## src/hw/rtl/dd_odo_pkg.sv

```systemverilog
// ----------------------------------------------------------------------------
// dd_odo_pkg
// Shared types, constants and the arctangent table for the odometry block.
// ----------------------------------------------------------------------------
package dd_odo_pkg;

  // 1/(2 pi) in Q0.32
  localparam logic [31:0] INV_TWO_PI_Q32   = 32'd683565276;
  // cordic start value, Q1.30, pre-scaled by the cordic gain
  localparam logic [31:0] CORDIC_START_Q30 = 32'd652032874;
  // arc step magnitude cap, 2^40
  localparam logic [40:0] ARC_CAP          = 41'h100_0000_0000;

  // configuration register indexes
  localparam logic [1:0] REG_METRES_PER_TICK = 2'd0;
  localparam logic [1:0] REG_INV_WHEEL_BASE  = 2'd1;
  localparam logic [1:0] REG_ANGLE_ONLY      = 2'd2;

  // sequencer states
  typedef enum logic [4:0] {
    ST_IDLE,
    ST_DL,
    ST_DR,
    ST_DS,
    ST_TM,
    ST_BHI,
    ST_BLO,
    ST_BAM,
    ST_COR0,
    ST_STR_Y,
    ST_STR_X,
    ST_STR_FIN,
    ST_COR1,
    ST_ARC_Y,
    ST_ARC_YD,
    ST_ARC_YW,
    ST_ARC_X,
    ST_ARC_XD,
    ST_ARC_XW,
    ST_DONE
  } state_t;

  // cordic result
  typedef struct packed {
    logic               done;
    logic signed [31:0] cos_v;
    logic signed [31:0] sin_v;
  } cordic_res_t;

  // divider result
  typedef struct packed {
    logic        done;
    logic [40:0] quot;
  } div_res_t;

  // arctangent of 2^-i as binary angle
  function automatic logic [31:0] atan_bam(input logic [4:0] idx);
    logic [31:0] v;
    case (idx)
      5'd0:  v = 32'd536870912;
      5'd1:  v = 32'd316933406;
      5'd2:  v = 32'd167458907;
      5'd3:  v = 32'd85004756;
      5'd4:  v = 32'd42667331;
      5'd5:  v = 32'd21354465;
      5'd6:  v = 32'd10679838;
      5'd7:  v = 32'd5340245;
      5'd8:  v = 32'd2670163;
      5'd9:  v = 32'd1335087;
      5'd10: v = 32'd667544;
      5'd11: v = 32'd333772;
      5'd12: v = 32'd166886;
      5'd13: v = 32'd83443;
      5'd14: v = 32'd41722;
      5'd15: v = 32'd20861;
      5'd16: v = 32'd10430;
      5'd17: v = 32'd5215;
      5'd18: v = 32'd2608;
      5'd19: v = 32'd1304;
      5'd20: v = 32'd652;
      5'd21: v = 32'd326;
      5'd22: v = 32'd163;
      5'd23: v = 32'd81;
      5'd24: v = 32'd41;
      5'd25: v = 32'd20;
      5'd26: v = 32'd10;
      5'd27: v = 32'd5;
      5'd28: v = 32'd3;
      5'd29: v = 32'd1;
      default: v = 32'd0;
    endcase
    return v;
  endfunction

endpackage

```

## src/hw/rtl/dd_odo_cordic.sv

```systemverilog
// ----------------------------------------------------------------------------
// dd_odo_cordic
// Iterative rotation cordic: one micro-rotation per cycle, quadrant folding.
// ----------------------------------------------------------------------------
module dd_odo_cordic #(
  parameter int TRIG_ITERATIONS = 24
) (
  input  logic                      clk,
  input  logic                      rst_n,
  input  logic                      start,
  input  logic [31:0]               angle,
  output dd_odo_pkg::cordic_res_t   res
);

  localparam int ITER = (TRIG_ITERATIONS < 30) ? TRIG_ITERATIONS : 30;
  localparam int IW   = $clog2(ITER + 1);

  logic               busy_r;
  logic [IW-1:0]      i_r;
  logic [1:0]         q_r;
  logic signed [31:0] x_r, y_r, z_r;
  logic               done_r;
  logic signed [31:0] cos_r, sin_r;

  logic [1:0]         q_in;
  logic [31:0]        ru;
  logic signed [31:0] x_sh, y_sh;
  logic [31:0]        at;

  // quadrant fold of the start angle
  always_comb begin
    q_in = 2'((angle + 32'h2000_0000) >> 30);
    ru   = angle - {q_in, 30'd0};
    x_sh = x_r >>> i_r;
    y_sh = y_r >>> i_r;
    at   = dd_odo_pkg::atan_bam(5'(i_r));
  end

  // rotation loop
  always_ff @(posedge clk) begin
    if (!rst_n) begin
      busy_r <= 1'b0;
      done_r <= 1'b0;
      i_r    <= '0;
    end else begin
      done_r <= 1'b0;
      if (start) begin
        busy_r <= 1'b1;
        i_r    <= '0;
        q_r    <= q_in;
        x_r    <= $signed(dd_odo_pkg::CORDIC_START_Q30);
        y_r    <= '0;
        z_r    <= $signed(ru);
      end else if (busy_r) begin
        if (i_r == IW'(ITER)) begin
          busy_r <= 1'b0;
          done_r <= 1'b1;
          case (q_r)
            2'd0:    begin cos_r <= x_r;  sin_r <= y_r;  end
            2'd1:    begin cos_r <= -y_r; sin_r <= x_r;  end
            2'd2:    begin cos_r <= -x_r; sin_r <= -y_r; end
            default: begin cos_r <= y_r;  sin_r <= -x_r; end
          endcase
        end else begin
          i_r <= i_r + 1'b1;
          if (!z_r[31]) begin
            x_r <= x_r - y_sh;
            y_r <= y_r + x_sh;
            z_r <= z_r - $signed(at);
          end else begin
            x_r <= x_r + y_sh;
            y_r <= y_r - x_sh;
            z_r <= z_r + $signed(at);
          end
        end
      end
    end
  end

  assign res.done  = done_r;
  assign res.cos_v = cos_r;
  assign res.sin_v = sin_r;

endmodule

```

## config.mk

```make
export PLATFORM = sky130hd
export DESIGN_NAME = dd_odo_cordic
export DESIGN_NICKNAME = d
export VERILOG_FILES = /design/src/hw/rtl/dd_odo_pkg.sv /design/src/hw/rtl/dd_odo_cordic.sv
export SDC_FILE = /design/constraint.sdc
export NUM_CORES = 1
export LEC_CHECK = 0
export ABC_AREA = 0
export BUFFER_PORTS_ARGS = -buffer_cell sky130_fd_sc_hd__buf_2
export CORE_ASPECT_RATIO = 1.1
export CORE_UTILIZATION = 64
export CTS_CLUSTER_SIZE = 40
export DETAILED_ROUTE_END_ITERATION = 16
export PLACE_DENSITY = 0.83
export SLEW_MARGIN = 20
export SYNTH_ARGS = -nofsm -noshare
export SYNTH_HDL_FRONTEND = slang
export SYNTH_SLANG_ARGS = --single-unit
```

## constraint.sdc

```tcl
create_clock -name clk -period 12.9 [get_ports clk]
set_input_delay 1.29 -clock clk [delete_from_list [all_inputs] [get_ports clk]]
set_output_delay 1.29 -clock clk [all_outputs]
set_load 0.01 [all_outputs]
```

Word-level counts from Yosys, hierarchy flattened
Memories as Yosys holds them, arrays and structs flattened. A register that Yosys moved wholly into a read port is not among the register bits.
Index checks and enable logic that the tools add are counted.

word-level totals
  bits in registers = 169
  memory bits (read-only) = 960
  input bits = 35
  output and inout port bits = 65
  word-level logic and storage cells = 57
  memories kept = 1

cells by class
  add/subtract/negate cells = 11
  eq/ne operators = 4
  shift-type cells = 2
  mux-type cells = 18
  bitwise gates (word level) = 4
  reduce and logical (&&, ||, !) cells = 8

memory list
  name              words  width  rd ports  clocked after memory_dff  wr ports  RTL line          text
  (name not given)  32     30     1         1                         0         dd_odo_pkg.sv:59  case (idx)

operators with widths
  operator                                        count
  2-to-1 mux 32 bit                               10
  case mux 32 bit (3 select lines)                2
  subtractor 32 bit                               4
  adder 32 bit                                    3
  negator 32 bit                                  2
  >>> shifter 32 x 5 -> 32 bit                    2
  adder 32 x 30 -> 32 bit, second input constant  1
  2-to-1 mux 5 bit                                2
  adder 5 x 1 -> 5 bit, second input constant     1
  == test 5 bit, second input constant            1
  2-to-1 mux 1 bit                                4
  inverter 1 bit                                  4
  AND reduction 2 bit                             2
  AND reduction 4 bit                             1
  AND reduction 3 bit                             1
  OR reduction 3 bit                              1
  == test 2 x 1 -> 1 bit, second input constant   1
  == test 2 bit, second input constant            1
  zero test 2 bit                                 1
  != test 2 bit, second input constant            1
  nonzero test 2 bit                              1
  OR reduction 2 bit                              1

Longest topological paths before layout
Gate-level depths: netlist of the first run.

  depth after elaboration = 5
  gate-level depth with buffers = 28
  mapped depth without buffers = 22

Worst setup path before layout of the first run
Ideal clock, no wire load.

  kind = input -> register
  start point = input start
  end point = register x_r[0], enable pin
  setup time = 0.698 ns
  arrival = 8.860 ns
  data required time = 12.202 ns
  path slack = 3.342 ns
  stages on the path = 5
  buffers on the path = 3
  path through = clkbuf_1 inv_1 clkbuf_1 clkbuf_1 a21boi_0

on the way
  cells in the longest elaborated chain, start to end = 2
  elaborated cells between the ends (all ways) = 3
  those cells by class = eq/ne (1); reduce/logical (2)

RTL lines
  what                                                                         RTL line             text
  from (decl)                                                                  dd_odo_cordic.sv:10  input logic start,
  != test 2 bit (no source line) / nonzero test 2 bit (equally long branches)  -
  AND reduction 3 bit (no source line) (*)                                     -
  to (signal assigned)                                                         dd_odo_cordic.sv:51  x_r <= $signed(dd_odo_pkg::CORDIC_START_Q30);
  to (signal assigned)                                                         dd_odo_cordic.sv:67  x_r <= x_r - y_sh;
  to (signal assigned)                                                         dd_odo_cordic.sv:71  x_r <= x_r + y_sh;
  to (decl)                                                                    dd_odo_cordic.sv:21  logic signed [31:0] x_r, y_r, z_r;

Mark *: on every way between the ends. The rest lies on a longest branch, timed or not.
A chain may end at the register's enable or synchronous reset.

Worst setup path after layout of the first run
  start point = register i_r[1]
  end point = register y_r[28] (data pin)

on the way
  cells in the longest elaborated chain, start to end = 5
  elaborated cells between the ends (all ways) = 6
  those cells by class = add/sub (2); shift (1); mux (3)

RTL lines
  what                                                      RTL line                                  text
  from (decl)                                               dd_odo_cordic.sv:19                       logic [IW-1:0] i_r;
  from (signal assigned)                                    dd_odo_cordic.sv:65                       i_r <= i_r + 1'b1;
  >>> shifter 32 x 5 -> 32 bit (*)                          dd_odo_cordic.sv:34                       x_sh = x_r >>> i_r;
  adder 32 bit / subtractor 32 bit (equally long branches)  dd_odo_cordic.sv:68, dd_odo_cordic.sv:72
  2-to-1 mux 32 bit (*)                                     dd_odo_cordic.sv:66                       if (!z_r[31]) begin
  2-to-1 mux 32 bit (*)                                     dd_odo_cordic.sv:55                       if (i_r == IW'(ITER)) begin
  2-to-1 mux 32 bit (*)                                     dd_odo_cordic.sv:54                       end else if (busy_r) begin
  to (signal assigned)                                      dd_odo_cordic.sv:68                       y_r <= y_r + x_sh;
  to (signal assigned)                                      dd_odo_cordic.sv:72                       y_r <= y_r - x_sh;
  to (decl)                                                 dd_odo_cordic.sv:21

Mark *: on every way between the ends. The rest lies on a longest branch, timed or not. The select of a mux whose other input is x is not followed.

==> metrics.txt, run 1 <==
status finished, final reports clean; cts bufs inserted 17; sequential-to-total area share from yosys stat 26.4%; root buf cell clkbuf_16; initial antenna violation count 2; endpoint class of the critical path flop; setup slack, reg-to-reg 5.25 ns; final non-filler cell area 0.0223 mm2; RSZ-0062 raised after global routing no; Tmin final 7.65 ns; Synth cell types 106; RR Endpoint y_r[28]; port bufs 99; vias in the first global route 19200; TritonCTS clock tree built; P per Cell Area 168 mW/mm2; part of the cycle the worst path needs 59.3%; Worst Path Arrival 7.85 ns; Yosys reg bits 199; vias per inst 7.05; Crit Path Category flop to flop; placed cells 2835; Cell Rows 69; layout cells sized above 1 13.5%; r2r worst-path depth 23; hold path depth 2; Synth Area in Simple Gates 18.2%; post-route worst setup slack 5.25 ns; 1st-iter DRT viols 2091; leak pwr 0.00870 uW; first-pass detailed-route iteration total 7; final net count 2582; final wirelength 70000 um; Synth Area in Compound Gates 21.9%; WHS Endpoint i_r[1]; Rel. slew slack 27.7%; Int Power 2000 uW; via count 20200; cts hold-fix bufs 0; final design utilization 68.8%; Critical Path Source Type flop; adder-cell share of the synthesized area 7.11%; Reg power frac 29.2%; Comb power frac 56.5%; MaxCap Viol Count 0; Max Clk Rate 131 MHz; synth warn 0; Gate Count Post-Synth 2457; dpl hpwl 52400 um; NetSw 1760 uW; CP required 13.10 ns; skew final 0.0155 ns; RePlAce Congestion 1.01; DRC viols 0; worst slew pin tran 1.08 ns; Clk pwr share 14.3%; CTS max path bufs 2; commonest non-fill, non-tap cell in the layout nor2_1; Worst-Skew Late Latency 0.47 ns; Async S/R FF share, synth 0%; setup slack after placement 5.32 ns; Syn Area/Cell 8.65 um2; Area after DPL 0.0218 mm2; Hold Path Origin busy_r; CORE AREA 0.0325 mm2; final setup fails 0; Layout area overhead 5.02%; Clock transition at path regs 0.08 ns; worst hold path class flop to flop; Die W 176 um; commonest non-fill, non-tap cells in the layout nor2_1 (233), nand2_1 (226), a21oi_1 (192); Non-Filler Instances 2867; mux cell area share after synthesis 12.8%; pin count of the biggest net entering global routing 104; # resized after CTS 0; total gr overflow 0; Fin Setup TNS 0 ns; total track usage 41.3%; Mapped Area 0.0213 mm2; Setup Buffers After CTS 0; net count after synthesis 2611; H-Tree Depth 4; largest family of logic cells by synthesized area compound AO/OA/AOI/OAI gates; sw frac 46.7%; max-slew violations 0; total die area 0.0340 mm2; Main synth FF type edfxtp_1; Final Hold Vio Count 0; DRT antenna net count 0; Sink Count 199; drt wl/cell 24.4 um; die height 193 um; Starting Density 65.5%; XOR/XNOR share of the synthesized area 8.84%; I/O pins 100; Worst R2R Start i_r[1]; Critical Path Fanout Max 56; Post-synth EDFFs 162; global-route wire length before repair 107000 um; Max VDD drop 0.000109 V; final antenna diode count 0
kinds of logic after synthesis:
kind of cell | Yosys count
AND/OR/NAND/NOR | 791
adder cells (fa/ha/maj) | 119
flip-flops | 199
XOR/XNOR | 213
buffers and inverters | 240
AO/OA/AOI/OAI | 725
multiplexers | 170
synth_stat cells, drive strengths merged (54+ instances only):
master | count | share of area, %
ha | 116 | 6.8
inv | 60 | 1.1
nor2 | 235 | 4.2
o21ai | 177 | 4.2
a31oi | 54 | 1.6
a21oi | 192 | 4.5
edfxtp | 162 | 23
xnor2 | 113 | 4.7
clkbuf | 121 | 2.1
nor3 | 63 | 1.6
mux2i | 57 | 2.8
xor2 | 99 | 4.1
buf | 57 | 1.5
nand2 | 226 | 4.0
mux4 | 77 | 8.2
power by group through the flow:
stage | Sequential (uW) | Combinational, uW | Clock (uW)
final | 1100 | 2120 | 537
after global routing | 1100 | 2330 | 554
after CTS | 1080 | 2080 | 533
after detailed placement | 1090 | 2060 | 0
after global placement | 1080 | 2000 | 0
after floorplan | 903 | 1720 | 0
routing by layer:
layer	GRT usage (%)	part of all wire, %	up-vias
li1	-	-	9159
met1	49.5	37	9569
met2	69.4	47	1243
met3	6.76	9.1	253
met4	26.0	6.4	2
met5	0	0.019	-
worst max-delay path by stage:
| stage | start | to | slack (ns) | cells after the start |
|---|---|---|---|---|
| 2_1_floorplan | start | x_r[0] | 3.34 | 5 |
| 3_3_place_gp | i_r[1] | y_r[28] | 5.54 | 23 |
| 3_5_place_dp | i_r[1] | y_r[28] | 5.32 | 23 |
| 4_1_cts | i_r[1] | y_r[28] | 5.25 | 23 |
| 5_1_grt | i_r[1] | y_r[28] | 4.56 | 23 |
| 6_report | i_r[1] | y_r[28] | 5.25 | 23 |
cell type report:
cell class / instances / area, um2
multi-input cells: 2018 / 14700
fillers: 2535 / 10100
flip-flops and latches: 199 / 5610
repair buffers: 130 / 731
well taps: 426 / 533
clock buffers: 17 / 425
inverters: 62 / 233
clock inverters: 15 / 116
worst max-delay path, cell delays in order, from the launching register on:
cell and delay, ns:
dfxtp_4 0.75, buf_4 0.73, mux4_2 0.61, mux2i_1 0.44, mux2_2 0.31, o221ai_1 0.21
inv_1 0.11, ha_1 0.16, inv_1 0.06, nor4_1 0.31, nand4_1 0.27, nor2_1 0.31
nor2_1 0.09, xor2_1 0.16, ha_1 0.37, and4_1 0.22, a21oi_1 0.20, o21ai_0 0.26
a221oi_1 0.50, o31ai_1 0.21, o41ai_1 0.63, o21ai_0 0.24, xnor2_1 0.18, nor2_1 0.06
through the flow:
step | total power, uW | hold WS, ns
detailed placement | 3150 | 0.568
finish | 3760 | 0.580
global placement | 3080 | 0.553
floorplan | 2620 | 0.485
CTS | 3690 | 0.583
global route | 3980 | 0.628
registers in the layout (all words and copies together) (netlist names):
| name | flops |
|---|---|
| at | 30 |
| busy_r | 1 |
| cos_r | 32 |
| done_r | 1 |
| i_r | 5 |
| q_r | 2 |
| sin_r | 32 |
| x_r | 32 |
| y_r | 32 |
| z_r | 32 |
Power figures use the tool's default switching activity.
==> run 2: changes to the inputs <==
- CORE_UTILIZATION: 64 -> 58
- PLACE_DENSITY: 0.83 -> 0.79
- clock period: 12.9 -> 6.5 ns (I/O delays scaled with it)
==> metrics.txt, run 2 (synthesis gave the netlist of run 1 again) <==
final setup fails 0 (unchanged); dpl hpwl 54400 um (+3.7%); Starting Density 58.8% (-6.7 points); commonest non-fill, non-tap cells in the layout nor2_1 (233), nand2_1 (226), a21oi_1 (192); Worst Path Arrival 6.68 ns (-1.17 ns); Max VDD drop 0.000229 V (+110%); placed cells 2988 (+5.4%); DRC viols 0 (unchanged); Non-Filler Instances 3027 (+5.6%); layout cells sized above 1 16.7% (+3.2 points); status finished, final reports clean; post-route worst setup slack 0.0572 ns (-5.20 ns); Worst R2R Start i_r[0]; Hold Path Origin angle[22]; I/O pins 100 (unchanged); worst slew pin tran 1.06 ns (-0.0175 ns); total gr overflow 0 (unchanged); final net count 2677 (+3.7%); worst hold path class input pin to flop; leak pwr 0.00920 uW (+5.8%); MaxCap Viol Count 0 (unchanged); skew final 0.00983 ns (-0.00567 ns); Layout area overhead 9.32%; max-slew violations 0 (unchanged); commonest non-fill, non-tap cell in the layout nor2_1; first-pass detailed-route iteration total 8 (+1); Max Clk Rate 155 MHz (+19%); die height 203 um (+5.0%); Worst-Skew Late Latency 0.49 ns (+0.02 ns); vias in the first global route 19800 (+2.8%); Sink Count 199 (unchanged); vias per inst 6.81 (-3.5%); Crit path top cell by count o21ai_0; Top Family by Delay on Critical Path simple AND/OR/NAND/NOR gates; cts hold-fix bufs 0 (unchanged); via count 20600 (+1.8%); H-Tree Depth 4 (unchanged); Die W 185 um (+5.0%); Cell Rows 73 (+5.8%); setup slack, reg-to-reg 0.06 ns (-5.20 ns); Clock transition at path regs 0.07 ns (about the same); 1st-iter DRT viols 1981 (-5.3%); Final Power 7700 uW (+110%); CP Buf/Inv Count 1 (-2); total die area 0.0374 mm2 (+10%); RSZ-0062 raised after global routing no; drt wl/cell 23.8 um (-2.4%); setup slack after placement 0.00466 ns (-5.32 ns); initial antenna violation count 4 (+2); endpoint class of the critical path flop; port bufs 99 (unchanged); Rel. slew slack 28.8% (+1.1 points); cts bufs inserted 17 (unchanged); cells along the critical path buf_4, mux4_2, and2_1, o21ai_0, o21ai_0, or3_1, nor4b_4, nor2b_1, o22a_1, o31ai_1, ha_1, and4_1, nand2_1, a211oi_1, a211o_1, a221oi_1, or3_1, o21ai_0, mux2_2; global-route wire length before repair 110000 um (+2.6%); CP required 6.74 ns (-6.36 ns); pin count of the biggest net entering global routing 94 (-9.6%); TritonCTS clock tree built; RR Endpoint x_r[30]; Fin Setup TNS 0 ns (unchanged); final wirelength 72100 um (+3.0%); Crit Path Category flop to flop; root buf cell clkbuf_16; hold path depth 3 (+1); WHS Endpoint z_r[22]; CORE AREA 0.0362 mm2 (+11%); total track usage 38.7% (-2.6 points); r2r worst-path depth 19 (-17%); DRT antenna net count 0 (unchanged); Tmin final 6.44 ns (-1.20 ns); part of the cycle the worst path needs 99.1% (+40 points); Critical Path Source Type flop; slowest cell delay on critical path 0.62 ns (-0.13 ns); Final Hold Vio Count 0 (unchanged); P per Cell Area 331 mW/mm2 (+97%); CTS max path bufs 2 (unchanged); slowest stage cell, crit path dfxtp_2; RePlAce Congestion 1.04 (+3.3%); Critical Path Fanout Max 16 (-71%); Setup crit start i_r[0]
## run 2: metrics by stage
| step | util [%] | hold WS, ns | instance area, um2 |
|---|---|---|---|
| 2_1_floorplan | - | 0.485 | 21300 |
| 3_3_place_gp | 62.5 | 0.557 | 22600 |
| 3_5_place_dp | 62.5 | 0.566 | 22600 |
| 4_1_cts | 64.1 | 0.420 | 23200 |
| 5_1_grt | 64.3 | 0.442 | 23200 |
| 6_report | 64.3 | 0.435 | 23200 |
## run 2: routing by layer
metal,vias to the layer above,GRT usage [%],routed length [um]
met1,9799,43.3,25600
met2,1146,66.3,35400
li1,9341,-,-
met3,314,6.15,5780
met4,0,28.4,5280
met5,-,0,0
## run 2: area by class of cell
class,count,area (um2)
timing repair buffer,225,1530
clock inverter,11,92.6
fill,3094,12900
clock buffer,21,462
antenna,4,10.0
inverter,62,233
multi-input combinational,2018,14700
sequential,199,5620
tap,487,609
## run 2: worst max path at each step
stage                    to  slack, ns  depth (start not counted)
finish              x_r[30]       0.06                         19
global route        y_r[29]       0.03                         23
CTS                 y_r[29]       0.07                         23
detailed placement  y_r[29]      0.005                         22
global placement    y_r[29]       0.09                         22
floorplan           y_r[28]       0.65                         26
## run 2: power breakdown
group | internal [uW] | switching (uW)
clock network | 550 | 510
logic | 2000 | 2580
registers | 1660 | 403
## run 2: timing repair
| item | in CTS | in global routing |
|---|---|---|
| pin swaps | 0 | 0 |
| buffers inserted | 1 | 2 |
| gates resized for setup | 0 | 3 |
| setup endpoints to repair | 2 | 8 |
## run 2: tightest hold or removal path, stage by stage
cell and delay [ns]:
buf_2 0.07, nand2_1 0.04, o21ai_0 0.05
